==> src/design/stat_pkg.sv <==
// ----------------------------------------------------------------------------
// stat_pkg: shared types and codes for the sorted term accumulate table
// beat layouts, operation and status codes, and the cell command word
// ----------------------------------------------------------------------------
package stat_pkg;

  localparam int MAX_TERMS_DEF = 32;
  localparam int EXP_W         = 16;
  localparam int COEF_W        = 32;

  // operation codes
  localparam logic [1:0] OP_INSERT = 2'd0;
  localparam logic [1:0] OP_READ   = 2'd1;
  localparam logic [1:0] OP_CLEAR  = 2'd2;

  // status codes
  localparam logic [2:0] ST_PLACED  = 3'd0;
  localparam logic [2:0] ST_MERGED  = 3'd1;
  localparam logic [2:0] ST_DROPPED = 3'd2;
  localparam logic [2:0] ST_TERM    = 3'd3;
  localparam logic [2:0] ST_EMPTY   = 3'd4;
  localparam logic [2:0] ST_CLEARED = 3'd5;

  typedef struct packed {
    logic [1:0]               operation;
    logic signed [EXP_W-1:0]  term_exponent;
    logic signed [COEF_W-1:0] term_coefficient;
  } in_beat_t;

  typedef struct packed {
    logic [2:0]               status;
    logic signed [EXP_W-1:0]  out_exponent;
    logic signed [COEF_W-1:0] out_coefficient;
    logic                     last;
  } out_beat_t;

  typedef enum logic [1:0] {
    CELL_HOLD,
    CELL_INSERT,
    CELL_MERGE,
    CELL_ROTATE
  } cell_mode_t;

  typedef struct packed {
    cell_mode_t               mode;
    logic signed [EXP_W-1:0]  exponent;
    logic signed [COEF_W-1:0] coefficient;
  } cell_cmd_t;

endpackage

==> src/design/stat_cell.sv <==
// ----------------------------------------------------------------------------
// stat_cell: one slot of the sorted term chain
// holds one term, compares it with the broadcast term, merges, shifts or
// rotates with its neighbors
// ----------------------------------------------------------------------------
module stat_cell (
  input  logic                              clk,
  input  stat_pkg::cell_cmd_t               cmd,
  input  logic                              valid_i,
  input  logic                              tail_i,
  input  logic                              left_gt_i,
  input  logic signed [stat_pkg::EXP_W-1:0]  left_exp_i,
  input  logic signed [stat_pkg::COEF_W-1:0] left_coef_i,
  input  logic signed [stat_pkg::EXP_W-1:0]  right_exp_i,
  input  logic signed [stat_pkg::COEF_W-1:0] right_coef_i,
  input  logic signed [stat_pkg::EXP_W-1:0]  head_exp_i,
  input  logic signed [stat_pkg::COEF_W-1:0] head_coef_i,
  output logic signed [stat_pkg::EXP_W-1:0]  exp_o,
  output logic signed [stat_pkg::COEF_W-1:0] coef_o,
  output logic                              gt_o,
  output logic                              match_o
);

  logic signed [stat_pkg::EXP_W-1:0]  exp_r, exp_nxt;
  logic signed [stat_pkg::COEF_W-1:0] coef_r, coef_nxt;
  logic [stat_pkg::COEF_W:0]          sum;
  logic signed [stat_pkg::COEF_W-1:0] sat_sum;

  assign gt_o    = valid_i && (exp_r > cmd.exponent);
  assign match_o = valid_i && (exp_r == cmd.exponent);
  assign exp_o   = exp_r;
  assign coef_o  = coef_r;

  // saturating add of the broadcast coefficient
  assign sum = {coef_r[stat_pkg::COEF_W-1], coef_r}
             + {cmd.coefficient[stat_pkg::COEF_W-1], cmd.coefficient};

  always_comb begin
    if (sum[stat_pkg::COEF_W] != sum[stat_pkg::COEF_W-1]) begin
      sat_sum = sum[stat_pkg::COEF_W] ? {1'b1, {(stat_pkg::COEF_W-1){1'b0}}}
                                      : {1'b0, {(stat_pkg::COEF_W-1){1'b1}}};
    end else begin
      sat_sum = sum[stat_pkg::COEF_W-1:0];
    end
  end

  always_comb begin
    exp_nxt  = exp_r;
    coef_nxt = coef_r;
    case (cmd.mode)
      stat_pkg::CELL_INSERT: begin
        if (!gt_o && left_gt_i) begin
          exp_nxt  = cmd.exponent;
          coef_nxt = cmd.coefficient;
        end else if (!left_gt_i) begin
          exp_nxt  = left_exp_i;
          coef_nxt = left_coef_i;
        end
      end
      stat_pkg::CELL_MERGE: begin
        if (match_o) begin
          coef_nxt = sat_sum;
        end
      end
      stat_pkg::CELL_ROTATE: begin
        if (tail_i) begin
          exp_nxt  = head_exp_i;
          coef_nxt = head_coef_i;
        end else begin
          exp_nxt  = right_exp_i;
          coef_nxt = right_coef_i;
        end
      end
      default: begin
      end
    endcase
  end

  always_ff @(posedge clk) begin
    exp_r  <= exp_nxt;
    coef_r <= coef_nxt;
  end

endmodule

==> config.mk <==
export PLATFORM = sky130hd
export DESIGN_NAME = stat_cell
export DESIGN_NICKNAME = d
export VERILOG_FILES = /design/src/design/stat_pkg.sv /design/src/design/stat_cell.sv
export SDC_FILE = /design/constraint.sdc
export NUM_CORES = 1
export LEC_CHECK = 0
export BUFFER_PORTS_ARGS = -buffer_cell sky130_fd_sc_hd__buf_2
export CORE_MARGIN = 10
export CORE_UTILIZATION = 40
export CTS_CLUSTER_SIZE = 12
export DETAILED_ROUTE_END_ITERATION = 10
export GPL_ROUTABILITY_DRIVEN = 0
export PLACE_DENSITY = 0.7
export SETUP_SLACK_MARGIN = 0.02
export SYNTH_ARGS = -nofsm -noshare
export SYNTH_HDL_FRONTEND = slang
export SYNTH_SLANG_ARGS = --single-unit
==> constraint.sdc <==
create_clock -name clk -period 10.2 [get_ports clk]
set_clock_uncertainty 0.05 [all_clocks]
set_input_delay 0.51 -clock clk [delete_from_list [all_inputs] [get_ports clk]]
set_output_delay 0.51 -clock clk [all_outputs]
set_load 0.05 [all_outputs]
==> results.md <==
- Critical Setup Path Class: reg2reg
- Worst slew pin tran: 1010 ps
- Iter 0 DRT Violations: 308
- Syn nets: 824
- Utilization after layout: 0.5178
- Hpwl dp: 15,570 um
- CP Max Fanout: 18
- Antenna viol nets, final: 0
- Total core area: 13,350 um^2
- Power Density: 134.7 nW/um^2
- FFs w/ async S/R, synth: 0
- Net Sw Frac: 0.4342
- Clock Power Share: 0.171
- Drt pass-1 iters: 5
- First-pass GRT wire length: 30,010 um
- Clock Tree Buf Depth: 2
- Post-CTS setup buffers: 0
- RSZ-0062 raised after global routing: no
- CP Data Required Time: 10,120 ps
- Crit path max-delay cell type: a31oi_2
- Run status: finished, final reports clean
- Vias per Instance: 5.619
- Leakage: 3.349 nW
- Predominant post-synthesis flop cell: edfxtp_1
- Largest area contributor in the netlist: edfxtp_1
- Min-Delay Path Depth: 3
- Overall routing resource usage: 0.1979
- Antenna cells: 0
- P_sw: 0.0004043 W
- Die H: 137.0 um
- Layout cells sized above 1: 0.3638
- Worst path cell trace: ha_1, nand4_1, nor3_1, a21boi_0, nor4_1, mux2i_1, a211oi_2, a31oi_2, a21o_1, buf_4
- Worst Setup Start Kind: flip-flop
- CTS sink count: 48
- Mapped Area: 5475 um^2
- Initial Util: 0.4102
- Cell depth of the worst setup path: 10
- Top delay family on crit path: compound AO/OA/AOI/OAI gates
- EDFF count, synth: 48
- Gate Count Post-Synth: 577
- Max Slew Vio Count: 0
- GRT overflow: 0
- Slew Limit Headroom: 0.3245
- Number of global-route vias before repair: 5,719
- Final hold viol count: 0
- Seq pwr share: 0.283
- Critical Path Max Stage Delay: 850 ps
- Setup violations, final: 0
- CP bufs+invs: 1
- Synthesized area per cell: 9.489 um^2
- Most instantiated cells after synthesis: 75 x mux2i_1, 64 x a21oi_1, 48 x edfxtp_1, 48 x ha_1, 25 x o21ai_1
- Worst vdd ir: 0.06582 mV
- Final #Nets: 1,047
- Max Cap Viol: 0
- Logic pwr share: 0.546
- Avg WL per Cell: 19.87 um
- CP Data Arrival Time: 4050 ps
- Rows: 42
- # IOs: 248
- Top cells by area, synth: edfxtp_1 26%, mux2i_1 14%, ha_1 11%
- Worst Setup End Kind: flip-flop
- Clock latency on the worst-skew pair: 290 ps
- Internal power: 0.0005268 W
- Part of the Yosys area used for sequential elements: 0.2633
- Fin crit period: 4123 ps
- Cts bufs inserted: 5
- Synth top area share: 0.2633
- Power, Total: 0.0009312 W
- Post-CTS Resized: 0
- Max Clk Rate: 0.2425 GHz
- Fin crit share: 0.4042
- Worst R2R Path Depth: 10
- Clk Tree Root Cell: clkbuf_16
- Initial antenna violation count: 0
- Horiz. Die Dim: 137.0 um
- Count of cell types in the netlist: 53
- YS warnings: 0
- DRC: 0
- Seq cells post-synth: 48
- H-tree depth: 2
- Clock Pin Slew Worst Setup and Hold Paths: 70 ps
- Final Routed Wirelength: 19,400 um
- Buffers on Ports: 247
- Pin count of the biggest net entering global routing: 65
- Hold WC Path Type: in2reg
- Most common cell in the synthesized netlist: mux2i_1
- Synth-to-Final Area Change: 26.23%
- Final setup TNS: 0 ps
- Die ar.: 18,770 um^2
- # hold bufs at CTS: 0
- Vias: 5,484
- TritonCTS clock tree: done
## worst register-to-register path, stage by stage (launching register included)
cell and delay, ps:
edfxtp_1 430, ha_1 320, nand4_1 140, nor3_1 380, a21boi_0 260, nor4_1 90
mux2i_1 180, a211oi_2 90, a31oi_2 850, a21o_1 590, buf_4 410
## cell usage in the layout, fill, tap and decap left out, types with 3 or more instances in the layout
master and count:
buf_4 5, clkbuf_16 5, nand2_1 23, o221ai_2 3, nor2_1 15, or3_1 4
a21boi_0 4, nor2b_1 19, a211oi_2 3, xnor2_1 15, a211o_1 3, o211ai_1 9
edfxtp_1 48, nand4_1 9, a21o_1 18, nand3_1 3, mux2i_1 75, nor3_1 6
o21ai_1 25, inv_1 21, ha_1 48, xor2_1 14, a31oi_1 3, o21ai_0 14
a22oi_1 7, buf_2 247, o221ai_1 24, a211oi_1 19, o21ai_2 7, nand2b_1 3
and3_1 4, mux2_2 6, a21oi_1 64
## sequential cells by signal, indices dropped and copies added, names as in the netlist
register  cells
exp_o        16
coef_o       32
## power by group through the flow
stage	combinational (W)	sequential (W)	clock, W
finish	0.000508	0.000263	0.000159
global route	0.000559	0.000266	0.000172
CTS	0.000508	0.000263	0.000165
detailed placement	0.000505	0.000267	0
global placement	0.000501	0.000267	0
floorplan	0.000305	0.000342	0
## metrics by stage
| stage | setup slack (ps) | instance area [um^2] | hold slack (ps) | std cells |
|---|---|---|---|---|
| after floorplan | 5877 | 5475 | 717.3 | 577 |
| after global placement | 5979 | 6779 | 655.3 | 969 |
| after detailed placement | 5855 | 6779 | 667.4 | 969 |
| after CTS | 6081 | 6912 | 529.8 | 976 |
| after global routing | 5775 | 6912 | 552.5 | 976 |
| final | 6077 | 6912 | 530.9 | 976 |
## metal layers
layer,track usage,vias up,routed length [um]
met5,0,-,0
met4,0.04040,0,212
met3,0.04655,14,1636
met2,0.3441,201,9317
met1,0.2431,2560,8230
li1,-,2709,-
## path summary, 6_finish.rpt
path	slack, ps	startpoint	to
worst max-delay path	6080	exp_o[14]	coef_o[11]
worst min-delay path	530	head_exp_i[13]	exp_o[13]
worst min register to register	670	coef_o[0]	coef_o[0]
worst max register to register	6080	exp_o[14]	coef_o[11]
## final cells by class
class	instances	area, um^2
Fill cell	1298	6436
Clock buffer	5	125.1
Inverter	21	78.83
Sequential cell	48	1441
Multi-Input combinational cell	472	3765
Tap cell	176	220.2
Timing Repair Buffer	252	1274
Clock inverter	2	7.507
## cell families (layout without fill, tap and decap cells)
| group | Yosys count | count (layout) | share of synthesized area |
|---|---|---|---|
| AO/OA/AOI/OAI | 219 | 219 | 0.2850 |
| buffers and inverters | 57 | 280 | 0.05347 |
| flip-flops | 48 | 48 | 0.2633 |
| multiplexers | 81 | 81 | 0.1495 |
| adder cells (fa/ha/maj) | 49 | 49 | 0.1133 |
| AND/OR/NAND/NOR | 93 | 93 | 0.08752 |
| XOR/XNOR | 30 | 30 | 0.04799 |
Note: power is estimated with default switching activity, not from simulation.
